==> config.mk <==
export PLATFORM = sky130hd
export DESIGN_NAME = sdeq_cell
export DESIGN_NICKNAME = d
export VERILOG_FILES = /design/src/rtl/sdeq_pkg.sv /design/src/rtl/sdeq_cell.sv
export SDC_FILE = /design/constraint.sdc
export NUM_CORES = 1
export LEC_CHECK = 0
export BUFFER_PORTS_ARGS = -buffer_cell sky130_fd_sc_hd__clkbuf_2
export CAP_MARGIN = 20
export CELL_PAD_IN_SITES_DETAIL_PLACEMENT = 0
export CELL_PAD_IN_SITES_GLOBAL_PLACEMENT = 1
export CORE_MARGIN = 3
export CORE_UTILIZATION = 32
export CTS_CLUSTER_DIAMETER = 120
export CTS_CLUSTER_SIZE = 8
export DETAILED_ROUTE_END_ITERATION = 16
export PLACE_DENSITY = 0.86
export SYNTH_ARGS = -nofsm -noshare
export SYNTH_HDL_FRONTEND = slang
export SYNTH_SLANG_ARGS = --single-unit
==> constraint.sdc <==
create_clock -name clk -period 5.2 [get_ports clk]
set_input_delay 0.52 -clock clk [delete_from_list [all_inputs] [get_ports clk]]
set_output_delay 0.52 -clock clk [all_outputs]
set_load 0.02 [all_outputs]
==> src/rtl/sdeq_pkg.sv <==
// types and constants shared by the sorted double-ended queue
`timescale 1ns / 1ps

package sdeq_pkg;

  localparam int VALUE_W = 32;
  localparam int POS_W = 16;
  localparam int COUNT_W = 7;
  // entries folded into one register of the first read stage
  localparam int GATHER_W = 32;

  typedef enum logic [1:0] {
    MODE_INSERT       = 2'd0,
    MODE_DEL_LARGEST  = 2'd1,
    MODE_DEL_SMALLEST = 2'd2,
    MODE_READ         = 2'd3
  } mode_t;

  typedef enum logic [1:0] {
    STAT_OK        = 2'd0,
    STAT_EMPTY     = 2'd1,
    STAT_NOT_FOUND = 2'd2,
    STAT_FULL      = 2'd3
  } status_t;

  typedef enum logic {
    CS_IDLE   = 1'b0,
    CS_GATHER = 1'b1
  } ctl_state_t;

  typedef struct packed {
    mode_t                     mode;
    logic signed [VALUE_W-1:0] value;
    logic [POS_W-1:0]          position;
  } req_t;

  typedef struct packed {
    status_t                   status;
    logic signed [VALUE_W-1:0] item;
    logic [COUNT_W-1:0]        count;
  } rsp_t;

  typedef struct packed {
    logic                      ins;
    logic                      del_front;
    logic signed [VALUE_W-1:0] value;
  } cell_ctl_t;

endpackage

==> src/rtl/sdeq_cell.sv <==
// one slot of the sorted chain: compare against the new value and shift
`timescale 1ns / 1ps

module sdeq_cell (
  input  logic                               clk,
  input  sdeq_pkg::cell_ctl_t                ctl,
  input  logic                               valid,
  input  logic                               prev_less,
  input  logic signed [sdeq_pkg::VALUE_W-1:0] left_entry,
  input  logic signed [sdeq_pkg::VALUE_W-1:0] right_entry,
  output logic                               less,
  output logic signed [sdeq_pkg::VALUE_W-1:0] entry
);

  // held entry strictly below the incoming value
  assign less = valid && (entry < ctl.value);

  always_ff @(posedge clk) begin
    if (ctl.ins) begin
      if (!less) begin
        entry <= prev_less ? ctl.value : left_entry;
      end
    end else if (ctl.del_front) begin
      entry <= right_entry;
    end
  end

endmodule

==> results of run 1 <==
## cell usage in the layout, fill, tap and decap left out
| cell type | instances |
|---|---|
| clkbuf_2 | 133 |
| a21oi_1 | 45 |
| nor2_1 | 37 |
| mux2i_1 | 33 |
| edfxtp_1 | 32 |
| inv_1 | 31 |
| ha_1 | 31 |
| nand2_1 | 9 |
| nand4_1 | 6 |
| clkbuf_8 | 5 |
| o21ai_0 | 4 |
| nand3_1 | 3 |
| nand2b_1 | 2 |
| a211oi_1 | 2 |
| buf_4 | 2 |
| a211o_1 | 1 |
| a31oi_1 | 1 |
| a21o_1 | 1 |
| o311a_1 | 1 |
| o41ai_2 | 1 |
| nor4_1 | 1 |
| nor3_1 | 1 |
| a221oi_1 | 1 |
| o211ai_1 | 1 |
| and4b_1 | 1 |
| nor3_2 | 1 |
| bufinv_16 | 1 |
| clkinv_2 | 1 |
| clkbuf_1 | 1 |
| buf_16 | 1 |
## final cells by class
cell class	count	share of cell area (%)
Sequential cell	32	28.9
Tap cell	99	3.72
Timing Repair Buffer	136	21.3
Clock buffer	6	2.18
Clock inverter	2	1.05
Multi-Input combinational cell	183	39.4
Inverter	31	3.49
## final timing paths
kind	start	end	slack, ns	cells past startpoint
max	entry[7]$_DFFE_PP_	less	2.30	7
min reg2reg	entry[31]$_DFFE_PP_	entry[28]$_DFFE_PP_	1.46	4
min	right_entry[26]	entry[26]$_DFFE_PP_	0.56	3
max reg2reg	entry[7]$_DFFE_PP_	entry[21]$_DFFE_PP_	2.55	7
## where the power goes
part	internal, uW	switching [uW]
Combinational	114	157
Sequential	326	16.5
Clock	142	94.1
## kinds of logic (layout without fill, tap and decap cells)
family | count (synthesis) | after routing | share of synthesized area [%]
AO/OA/AOI/OAI | 58 | 58 | 13.4
buffers and inverters | 42 | 175 | 6.64
adder cells (fa/ha/maj) | 31 | 31 | 16.0
flip-flops | 32 | 32 | 39.5
multiplexers | 33 | 33 | 13.6
AND/OR/NAND/NOR | 61 | 61 | 10.9
## per-stage QoR
stage | cell area (um2) | hold slack [ns] | std cells | total power [uW] | utilization (%)
floorplan | 2430 | 0.746 | 257 | 515 | -
global placement | 3190 | 0.844 | 480 | 615 | 43.8
detailed placement | 3190 | 0.846 | 480 | 621 | 43.8
CTS | 3300 | 0.550 | 488 | 862 | 45.3
global route | 3330 | 0.572 | 489 | 908 | 45.7
finish | 3330 | 0.560 | 489 | 849 | 45.7
## layer usage
layer / global-route usage [%] / vias up
met3: 4.26 / 5
met5: 0 / -
met2: 24.5 / 94
met4: 4.27 / 0
met1: 16.4 / 1011
li1: - / 1189
## worst register-to-register path, cell delays in order, from the launching register on
cell      delay [ns]
edfxtp_1        0.39
ha_1            0.33
nand4_1         0.10
o311a_1         0.38
o41ai_2         0.38
a211oi_1        0.14
nor3_2          0.16
buf_4           0.41
==> qor_table.md, run 1 <==
| Parameter | This run |
|:---|:---|
| Fraction of final layout cells with drive strength greater than 1 | 37.2% |
| Antenna Violating Nets Remaining | 0 |
| Max-cap viol count | 0 |
| Die width | 93.1 um |
| Critical Path Source Type | flop |
| Number of flip-flops in the largest register | 32 |
| Global placement routability congestion | 0.701 |
| Number of setup violations in the final report | 0 |
| Number of gates given a new drive strength after cts | 0 |
| Clock tree from TritonCTS | built |
| Portion of the post-synthesis area used by sequential elements | 39.5% |
| Most used standard cell by instance count after synthesis | a21oi_1 |
| DIE AREA | 0.00868 mm2 |
| Main area contributors after synthesis | edfxtp_1 (40%), ha_1 (16%), mux2i_1 (14%) |
| Stage delay of the slowest cell on the critical path | 0.39 ns |
| Remaining global-route overflow | 0 |
| Final setup skew | 0.00589 ns |
| Leading register cell type out of synthesis | edfxtp_1 |
| Number of pins with negative max-slew slack in the final report | 0 |
| Total number of yosys warnings | 0 |
| Pin count of the biggest net entering global routing | 68 |
| Worst min path class | in -> reg |
| Fillers | 750 |
| Detail Route met3 WL | 578 um |
| Number of clock sinks | 32 |
| Unrepaired setup endpoints after global routing | no |
| First-pass GRT wire length | 9640 um |
| Number of flops mapped to enable cells by yosys | 32 |
| Max-Slew Margin vs Limit | 58.4% |
| Routed via count | 2299 |
| Initial antenna violation count | 0 |
| Router iterations before antenna repair | 5 |
| Peak supply drop | 0.000113 V |
| Met2 Routed Length | 2860 um |
| Crit path time final | 2.90 ns |
| Die outline height | 93.1 um |
| Number of setup buffers added after CTS | 0 |
| Syn nets | 389 |
| Regs by FF count | entry: 32 flops |
| Highest routed metal layer | met4 |
| Maximum fanout count along the critical path | 3 |
| Number of global-route vias before repair | 2190 |
| Relative area change from synthesis to final layout | 37.0% |
| Portion of synthesized cell area occupied by the leading cell type | 39.5% |
| Number of cells produced by synthesis | 257 |
| Average routed wire per standard cell | 12.4 um |
| Number of buffers on the longest clock path | 2 |
| Detailed placement HPWL | 4880 um |
| Post-synth top area cell | edfxtp_1 |
| Post-route fraction of the period consumed by the critical path | 55.7% |
| Setup TNS Final | 0 ns |
| Multi-input gate area | 0.00131 mm2 |
| Data arrival time at the worst-slack endpoint | 2.38 ns |
| Slew at the pin with the worst max-slew slack | 0.624 ns |
| Required arrival time at the worst endpoint | 4.68 ns |
| Total of buffers placed on input and output ports | 133 |
| Outcome | finished clean |
| Cell row count | 31 |
| Final wirelength | 6080 um |
| Cell at the root of the clock tree | clkbuf_8 |
| Starting density of the core | 33.3% |
| Distinct cell type count of the synthesized netlist | 25 |
| Routed metal-1 wire length | 2590 um |
| Clock insertion delay at the later pin of the skew report | 0.28 ns |
| PwrDens | 255 mW/mm2 |
| Depth of the CTS H-tree | 2 |
| Mean instance size in the synthesized netlist | 9.45 um2 |
| Total I/O pin count | 134 |
| Clock-pin slew of the registers on the worst-case setup and hold paths | 0.07 ns |
| Sequential cell area | 961 um2 |
| Crit path setup slack, layout | 2.30 ns |
| Buffers plus inverters on the worst setup path | 1 |
| Top cells by count, synth | a21oi_1 (45), nor2_1 (37), mux2i_1 (33) |
| Crit path capture type | output port |
| Hold bufs inserted after CTS | 0 |
| All-layer global routing usage | 14.0% |
| Pre-CTS WS | 2.22 ns |
| Fraction of registers with async set/reset | 0% |
| Count of unresolved DRC violations after routing | 0 |
| Final Hold Vio Count | 0 |
| Nets | 521 |
| Area of the core region | 0.00729 mm2 |
| Number of buffers added by the clock tree synthesis step | 5 |
| Worst path slowest cell | edfxtp_1 |
| Number of register bits inferred by synthesis | 32 |
| Class of the most critical setup path | reg -> out |
| Cell Area, Synth | 0.00243 mm2 |
| Count of antenna diodes in the layout | 0 |
| FMAX | 0.345 GHz |
| Largest Register | entry |
| Leakage component of the power | 0.00175 uW |
| First-iteration detailed-routing DRC count | 61 |
| Vias per std cell | 4.70 |
| Crit path max-delay family | compound AO/OA/AOI/OAI gates |
| Cell breakdown of the critical path | ha_1, nand4_1, o311a_1, o41ai_2, a21oi_1, mux2i_1, clkbuf_2 |
(Power assumes the default switching activity.)
==> run 2: changes to the inputs <==
--- a/config.mk
+++ b/config.mk
@@ -10,11 +10,11 @@
 export CELL_PAD_IN_SITES_DETAIL_PLACEMENT = 0
 export CELL_PAD_IN_SITES_GLOBAL_PLACEMENT = 1
 export CORE_MARGIN = 3
-export CORE_UTILIZATION = 32
+export CORE_UTILIZATION = 29
 export CTS_CLUSTER_DIAMETER = 120
 export CTS_CLUSTER_SIZE = 8
 export DETAILED_ROUTE_END_ITERATION = 16
-export PLACE_DENSITY = 0.86
+export PLACE_DENSITY = 0.82
 export SYNTH_ARGS = -nofsm -noshare
 export SYNTH_HDL_FRONTEND = slang
 export SYNTH_SLANG_ARGS = --single-unit
==> constraint.sdc (replaced) <==
create_clock -name clk -period 2.6 [get_ports clk]
set_input_delay 0.26 -clock clk [delete_from_list [all_inputs] [get_ports clk]]
set_output_delay 0.26 -clock clk [all_outputs]
set_load 0.02 [all_outputs]
==> qor_table.md, run 2 (synthesized netlist as in run 1, its figures left out) <==
| Parameter | This run | Delta |
|:---|:---|:---|
| Count of antenna diodes in the layout | 0 | unchanged |
| Max-cap viol count | 0 | unchanged |
| PwrDens | 471 mW/mm2 | +85% |
| Number of buffers added by the clock tree synthesis step | 5 | unchanged |
| Final setup skew | 0.00479 ns | -0.00110 ns |
| Detailed placement HPWL | 5510 um | +13% |
| Unrepaired setup endpoints after global routing | yes |  |
| Antenna Violating Nets Remaining | 0 | unchanged |
| Min-Delay Endpoint | entry[23]$_DFFE_PP_ |  |
| Leakage component of the power | 0.00181 uW | +3.7% |
| Outcome | finished clean |  |
| Number of flip-flops in the largest register | 32 | unchanged |
| Largest Register | entry |  |
| R2R Path Start | entry[30]$_DFFE_PP_ |  |
| Number of buffers on the longest clock path | 2 | unchanged |
| Cell at the root of the clock tree | clkbuf_8 |  |
| Crit path capture type | flop |  |
| Peak supply drop | 0.000188 V | +66% |
| Detail Route met3 WL | 640 um | +11% |
| Depth of the CTS H-tree | 2 | unchanged |
| Regs by FF count | entry: 32 flops |  |
| Initial antenna violation count | 0 | unchanged |
| Number of cells on the worst hold path | 3 | unchanged |
| Cell row count | 32 | +3.2% |
| Met2 Routed Length | 3130 um | +9.6% |
| Number of setup violations in the final report | 0 | unchanged |
| Setup TNS Final | 0 ns | unchanged |
| Fraction of final layout cells with drive strength greater than 1 | 41.2% | +4.0 points |
| Pin count of the biggest net entering global routing | 37 | -46% |
| Number of global-route vias before repair | 2399 | +9.5% |
| Area of the core region | 0.00793 mm2 | +8.7% |
| Slew at the pin with the worst max-slew slack | 0.619 ns | -0.00444 ns |
| Most frequent cells in the layout | clkbuf_2 (132), a21oi_1 (44), nor2_1 (37) |  |
| Global placement routability congestion | 0.795 | +13% |
| Depth of the worst register-to-register path | 9 | +2 |
| Leading cell type in the layout, fill and taps excluded | clkbuf_2 |  |
| Origin of the worst min-delay path | right_entry[23] |  |
| Routed via count | 2314 | +0.65% |
| Number of pins with negative max-slew slack in the final report | 0 | unchanged |
| Final wirelength | 6670 um | +9.6% |
| Average routed wire per standard cell | 13.3 um | +7.2% |
| Class of the most critical setup path | reg -> reg |  |
| Required arrival time at the worst endpoint | 2.60 ns | -2.08 ns |
| Highest routed metal layer | met4 |  |
| Final Hold Vio Count | 0 | unchanged |
| Worst min path class | in -> reg |  |
| Clock insertion delay at the later pin of the skew report | 0.28 ns | about the same |
| Routed metal-1 wire length | 2830 um | +9.3% |
| Clock-pin slew of the registers on the worst-case setup and hold paths | 0.07 ns | about the same |
| Remaining global-route overflow | 0 | unchanged |
| Total of buffers placed on input and output ports | 133 | unchanged |
| Data arrival time at the worst-slack endpoint | 2.59 ns | +0.21 ns |
| Nets | 532 | +2.1% |
| All-layer global routing usage | 14.3% | +0.25 points |
| Clock tree from TritonCTS | built |  |
| First-pass GRT wire length | 11200 um | +16% |
| Vias per std cell | 4.63 | -1.6% |
| Max-Slew Margin vs Limit | 58.7% | +0.30 points |
| Router iterations before antenna repair | 4 | -1 |
| Die outline height | 97.5 um | +4.7% |
| Reg2reg end | entry[15]$_DFFE_PP_ |  |
| FMAX | 0.386 GHz |  |
| Maximum fanout count along the critical path | 7 | +4 |
| Number of clock sinks | 32 | unchanged |
| End-of-flow core utilization | 44.4% | -1.2 points |
| Starting density of the core | 30.7% | -2.7 points |
| First-iteration detailed-routing DRC count | 72 | +18% |
| Critical Path Source Type | flop |  |
| Relative area change from synthesis to final layout | 44.9% |  |
| Count of unresolved DRC violations after routing | 0 | unchanged |
| Total I/O pin count | 134 | unchanged |
| Die width | 97.5 um | +4.7% |
| Crit path time final | 2.59 ns |  |
| Flop2flop setup slack | 0.006 ns | -2.54 ns |
| Hold bufs inserted after CTS | 0 | unchanged |
| DIE AREA | 0.00951 mm2 | +9.7% |
| Post-route fraction of the period consumed by the critical path | 99.8% |  |
==> run 2: cell types whose count changed in the layout (fill, tap and decap cells not counted), sizes merged <==
cell,before,now
buf,3,14
bufinv,1,0
clkbuf,139,138
clkinv,1,0
==> run 2: worst max path at each step <==
stage | from | end | slack (ns) | cells after the start
after global placement | entry[31]$_DFFE_PP_ | entry[26]$_DFFE_PP_ | 0.15 | 6
final | entry[30]$_DFFE_PP_ | entry[15]$_DFFE_PP_ | 0.006 | 9
after detailed placement | entry[31]$_DFFE_PP_ | entry[20]$_DFFE_PP_ | 0.1 | 6
after floorplan | entry[29]$_DFFE_PP_ | entry[0]$_DFFE_PP_ | -0.28 | 7
after global routing | entry[2]$_DFFE_PP_ | less | -0.13 | 8
after CTS | entry[2]$_DFFE_PP_ | less | -0.07 | 8
==> run 2: stage by stage <==
step	hold slack [ns]	cell area, um2	power, uW	setup WS, ns	std cells
final	0.298	3520	1660	0.00635	500
after global placement	0.582	3320	1270	0.154	486
after CTS	0.291	3400	1650	-0.0711	492
after global routing	0.318	3520	1790	-0.126	500
after detailed placement	0.583	3320	1290	0.0997	486
after floorplan	0.486	2510	1050	-0.276	257
==> run 2: what timing repair did <==
action                                  CTS  global route
pin swaps                                 1             5
endpoints found under the hold margin     0             0
cloned                                    0             2
endpoints found under the setup margin    1            33
setup buffers                             1             6
resized for setup                         2             6
==> run 2: final cells by class <==
| class | count | area (um2) |
|---|---|---|
| Fill cell | 809 | 4410 |
| Multi-Input combinational cell | 183 | 1420 |
| Sequential cell | 32 | 961 |
| Timing Repair Buffer | 147 | 823 |
| Tap cell | 102 | 128 |
| Inverter | 31 | 116 |
| Clock buffer | 5 | 68.8 |
==> run 2: per-layer routing <==
layer  vias to the layer above  global-route usage [%]
met2                        85                    24.9
met4                         0                    3.19
met3                         7                    4.88
li1                       1208                       -
met1                      1014                    16.9
met5                         -                       0
==> run 2: critical path, cell delays in order (launching register included) <==
cell and delay (ns):
edfxtp_1 0.44, ha_4 0.31, nand4_1 0.17, buf_4 0.20
buf_4 0.12, o211ai_1 0.25, buf_4 0.17, a211oi_2 0.04
nor3_4 0.38, clkbuf_16 0.24
==> run 2: power by group <==
part	internal [uW]	total, uW	switching, uW	leakage [uW]
combinational	283	624	340	0.00146
sequential	652	691	38.8	0.000315
clock	172	345	173	0.0000359
==> run 3: changes to the inputs <==
--- a/config.mk
+++ b/config.mk
@@ -9,6 +9,7 @@
 export CAP_MARGIN = 20
 export CELL_PAD_IN_SITES_DETAIL_PLACEMENT = 0
 export CELL_PAD_IN_SITES_GLOBAL_PLACEMENT = 1
+export CORE_ASPECT_RATIO = 0.7
 export CORE_MARGIN = 3
 export CORE_UTILIZATION = 29
 export CTS_CLUSTER_DIAMETER = 120
==> qor_table.md, run 3 (synthesized netlist as in run 1, its figures left out) <==
| Parameter | This run | Delta |
|:---|:---|:---|
| First-iteration detailed-routing DRC count | 61 | -15% |
| Final Hold Vio Count | 0 | unchanged |
| Number of buffers added by the clock tree synthesis step | 5 | unchanged |
| Global placement routability congestion | 0.782 | -1.6% |
| Cell breakdown of the critical path | ha_4, a211o_1, a31oi_1, o311a_1, o41ai_4, a21oi_2, mux2i_1, buf_4 |  |
| Hold bufs inserted after CTS | 0 | unchanged |
| Stage delay of the slowest cell on the critical path | 0.42 ns | -0.02 ns |
| Relative area change from synthesis to final layout | 44.5% |  |
| Number of global-route vias before repair | 2107 | -12% |
| Class of the most critical setup path | reg -> out |  |
| Pin count of the biggest net entering global routing | 53 | +43% |
| First-pass GRT wire length | 10100 um | -10% |
| Max-cap viol count | 0 | unchanged |
| Data arrival time at the worst-slack endpoint | 2.27 ns | -0.32 ns |
| Leakage component of the power | 0.00179 uW | -0.99% |
| Placed cells | 484 | -0.41% |
| Unrepaired setup endpoints after global routing | yes |  |
| Clock-pin slew of the registers on the worst-case setup and hold paths | 0.05 ns | -0.02 ns |
| Vias per std cell | 4.63 | about the same |
| Router iterations before antenna repair | 4 | unchanged |
| Sequential share of power | 37.9% | -3.7 points |
| Final wirelength | 6730 um | +0.88% |
| Count of unresolved DRC violations after routing | 0 | unchanged |
| Post-Layout Inst Area | 0.00351 mm2 | -0.28% |
| Post-route fraction of the period consumed by the critical path | 97.3% | -2.4 points |
| Remaining global-route overflow | 0 | unchanged |
| Worst setup path startpoint | entry[2]$_DFFE_PP_ |  |
| FMAX | 0.395 GHz | +2.5% |
| Peak supply drop | 0.000220 V | +17% |
| Internal power | 1250 uW | +13% |
| Number of setup violations in the final report | 0 | unchanged |
| R2R Path Start | entry[2]$_DFFE_PP_ |  |
| Die outline height | 82.6 um | -15% |
| Initial antenna violation count | 0 | unchanged |
| Count of antenna diodes in the layout | 0 | unchanged |
| Area of the core region | 0.00801 mm2 | +0.99% |
| Clock tree from TritonCTS | built |  |
| Number of clock sinks | 32 | unchanged |
| Number of flip-flops in the largest register | 32 | unchanged |
| Depth of the worst register-to-register path | 8 | -1 |
| Switching pwr | 575 uW | +4.2% |
| Critical Path Sink | less |  |
| Total of buffers placed on input and output ports | 133 | unchanged |
| Detailed placement HPWL | 5570 um | +1.0% |
| Setup TNS Final | 0 ns | unchanged |
| Die width | 115 um | +18% |
| Crit path time final | 2.53 ns | -0.0627 ns |
| Cell at the root of the clock tree | clkbuf_16 |  |
| Clock network power share | 29.3% | +8.5 points |
| Outcome | finished clean |  |
| Starting density of the core | 30.3% | -0.30 points |
| Antenna Violating Nets Remaining | 0 | unchanged |
| Max-Slew Margin vs Limit | 60.4% | +1.7 points |
| Routed via count | 2283 | -1.3% |
| Nets | 524 | -1.5% |
| Largest Register | entry |  |
| Cell row count | 27 | -16% |
| Worst min path class | in -> reg |  |
| Worst path slowest cell | edfxtp_1 |  |
| Final setup skew | 0.00426 ns | -0.000528 ns |
| Fraction of power spent switching nets | 31.4% | -1.8 points |
| Slew at the pin with the worst max-slew slack | 0.594 ns | -0.0252 ns |
| Combinational share of power | 32.8% | -4.8 points |
| All-layer global routing usage | 13.7% | -0.59 points |
| Most frequent cells in the layout | clkbuf_2 (132), a21oi_1 (43), nor2_1 (37) |  |
| Average routed wire per standard cell | 13.6 um | +2.3% |
| Flop2flop setup slack | 0.16 ns | +0.15 ns |
| Crit path capture type | output port |  |
| Regs by FF count | entry: 32 flops |  |
| Clock insertion delay at the later pin of the skew report | 0.27 ns | about the same |
| Total I/O pin count | 134 | unchanged |
| Final Instance Count excl. Fillers | 493 | -1.4% |
| Maximum fanout count along the critical path | 2 | -5 |
| Leading cell type in the layout, fill and taps excluded | clkbuf_2 |  |
| Total design power | 1830 uW | +10% |
| Depth of the CTS H-tree | 2 | unchanged |
| PwrDens | 521 mW/mm2 | +11% |
| Required arrival time at the worst endpoint | 2.34 ns | -0.26 ns |
| Post-detailed-placement cell area | 0.00331 mm2 | -0.26% |
| Number of buffers on the longest clock path | 2 | unchanged |
| Fraction of final layout cells with drive strength greater than 1 | 40.1% | -1.2 points |
| Reg2reg end | entry[11]$_DFFE_PP_ |  |
| DIE AREA | 0.00953 mm2 | +0.19% |
| Critical Path Source Type | flop |  |
| Number of pins with negative max-slew slack in the final report | 0 | unchanged |
==> run 3: worst min-delay path by stage <==
stage	startpoint	endpoint	depth (start not counted)	slack (ns)
finish	right_entry[24]	entry[24]$_DFFE_PP_	3	0.31
global route	right_entry[26]	entry[26]$_DFFE_PP_	3	0.32
CTS	right_entry[24]	entry[24]$_DFFE_PP_	3	0.30
detailed placement	right_entry[24]	entry[24]$_DFFE_PP_	3	0.59
global placement	right_entry[17]	entry[17]$_DFFE_PP_	3	0.59
floorplan	right_entry[30]	entry[30]$_DFFE_PP_	2	0.49
==> run 3: power groups by stage <==
stage / sequential [uW] / clock (uW) / combinational, uW
floorplan: 774 / 0 / 273
global placement: 697 / 0 / 573
detailed placement: 703 / 0 / 582
CTS: 693 / 557 / 596
global route: 702 / 581 / 678
finish: 693 / 537 / 601
==> run 3: through the flow <==
step	utilization [%]	worst slack (ns)	hold WS, ns
3_3_place_gp	41.4	0.143	0.593
4_1_cts	43.2	-0.0256	0.305
5_1_grt	43.9	-0.0308	0.323
6_report	43.9	0.0691	0.306
2_1_floorplan	-	-0.276	0.486
3_5_place_dp	41.4	0.111	0.587
==> run 3: critical path, delay by kind of cell (launching register included) <==
family                   cells  cell delay [ns]
adder cells (fa/ha/maj)      1             0.24
AO/OA/AOI/OAI                5             1.00
multiplexers                 1             0.19
buffers and inverters        1             0.16
flip-flops                   1             0.42
==> run 3: repair_timing <==
item / 4_1_cts / 5_1_grt
resized for setup: 3 / 5
gates cloned: 0 / 0
endpoints found under the setup margin: 1 / 33
pin swaps: 0 / 5
buffers inserted: 0 / 2
==> run 3: layout make-up <==
cell class / count / area, um2
sequential: 32 / 961
clock inverter: 2 / 7.51
timing repair buffer: 139 / 738
inverter: 31 / 116
tap: 101 / 126
clock buffer: 5 / 125
fill: 819 / 4500
multi-input combinational: 183 / 1440
==> run 3: per-layer routing <==
layer  vias up  track usage (%)  part of all wire [%]  wire length [um]
met5         -                0                     0                 0
met4         0             2.11                  0.28                19
li1       1207                -                     -                 -
met2        87             22.5                    44              2960
met3         2             4.44                   8.6               579
met1       987             18.0                    47              3170
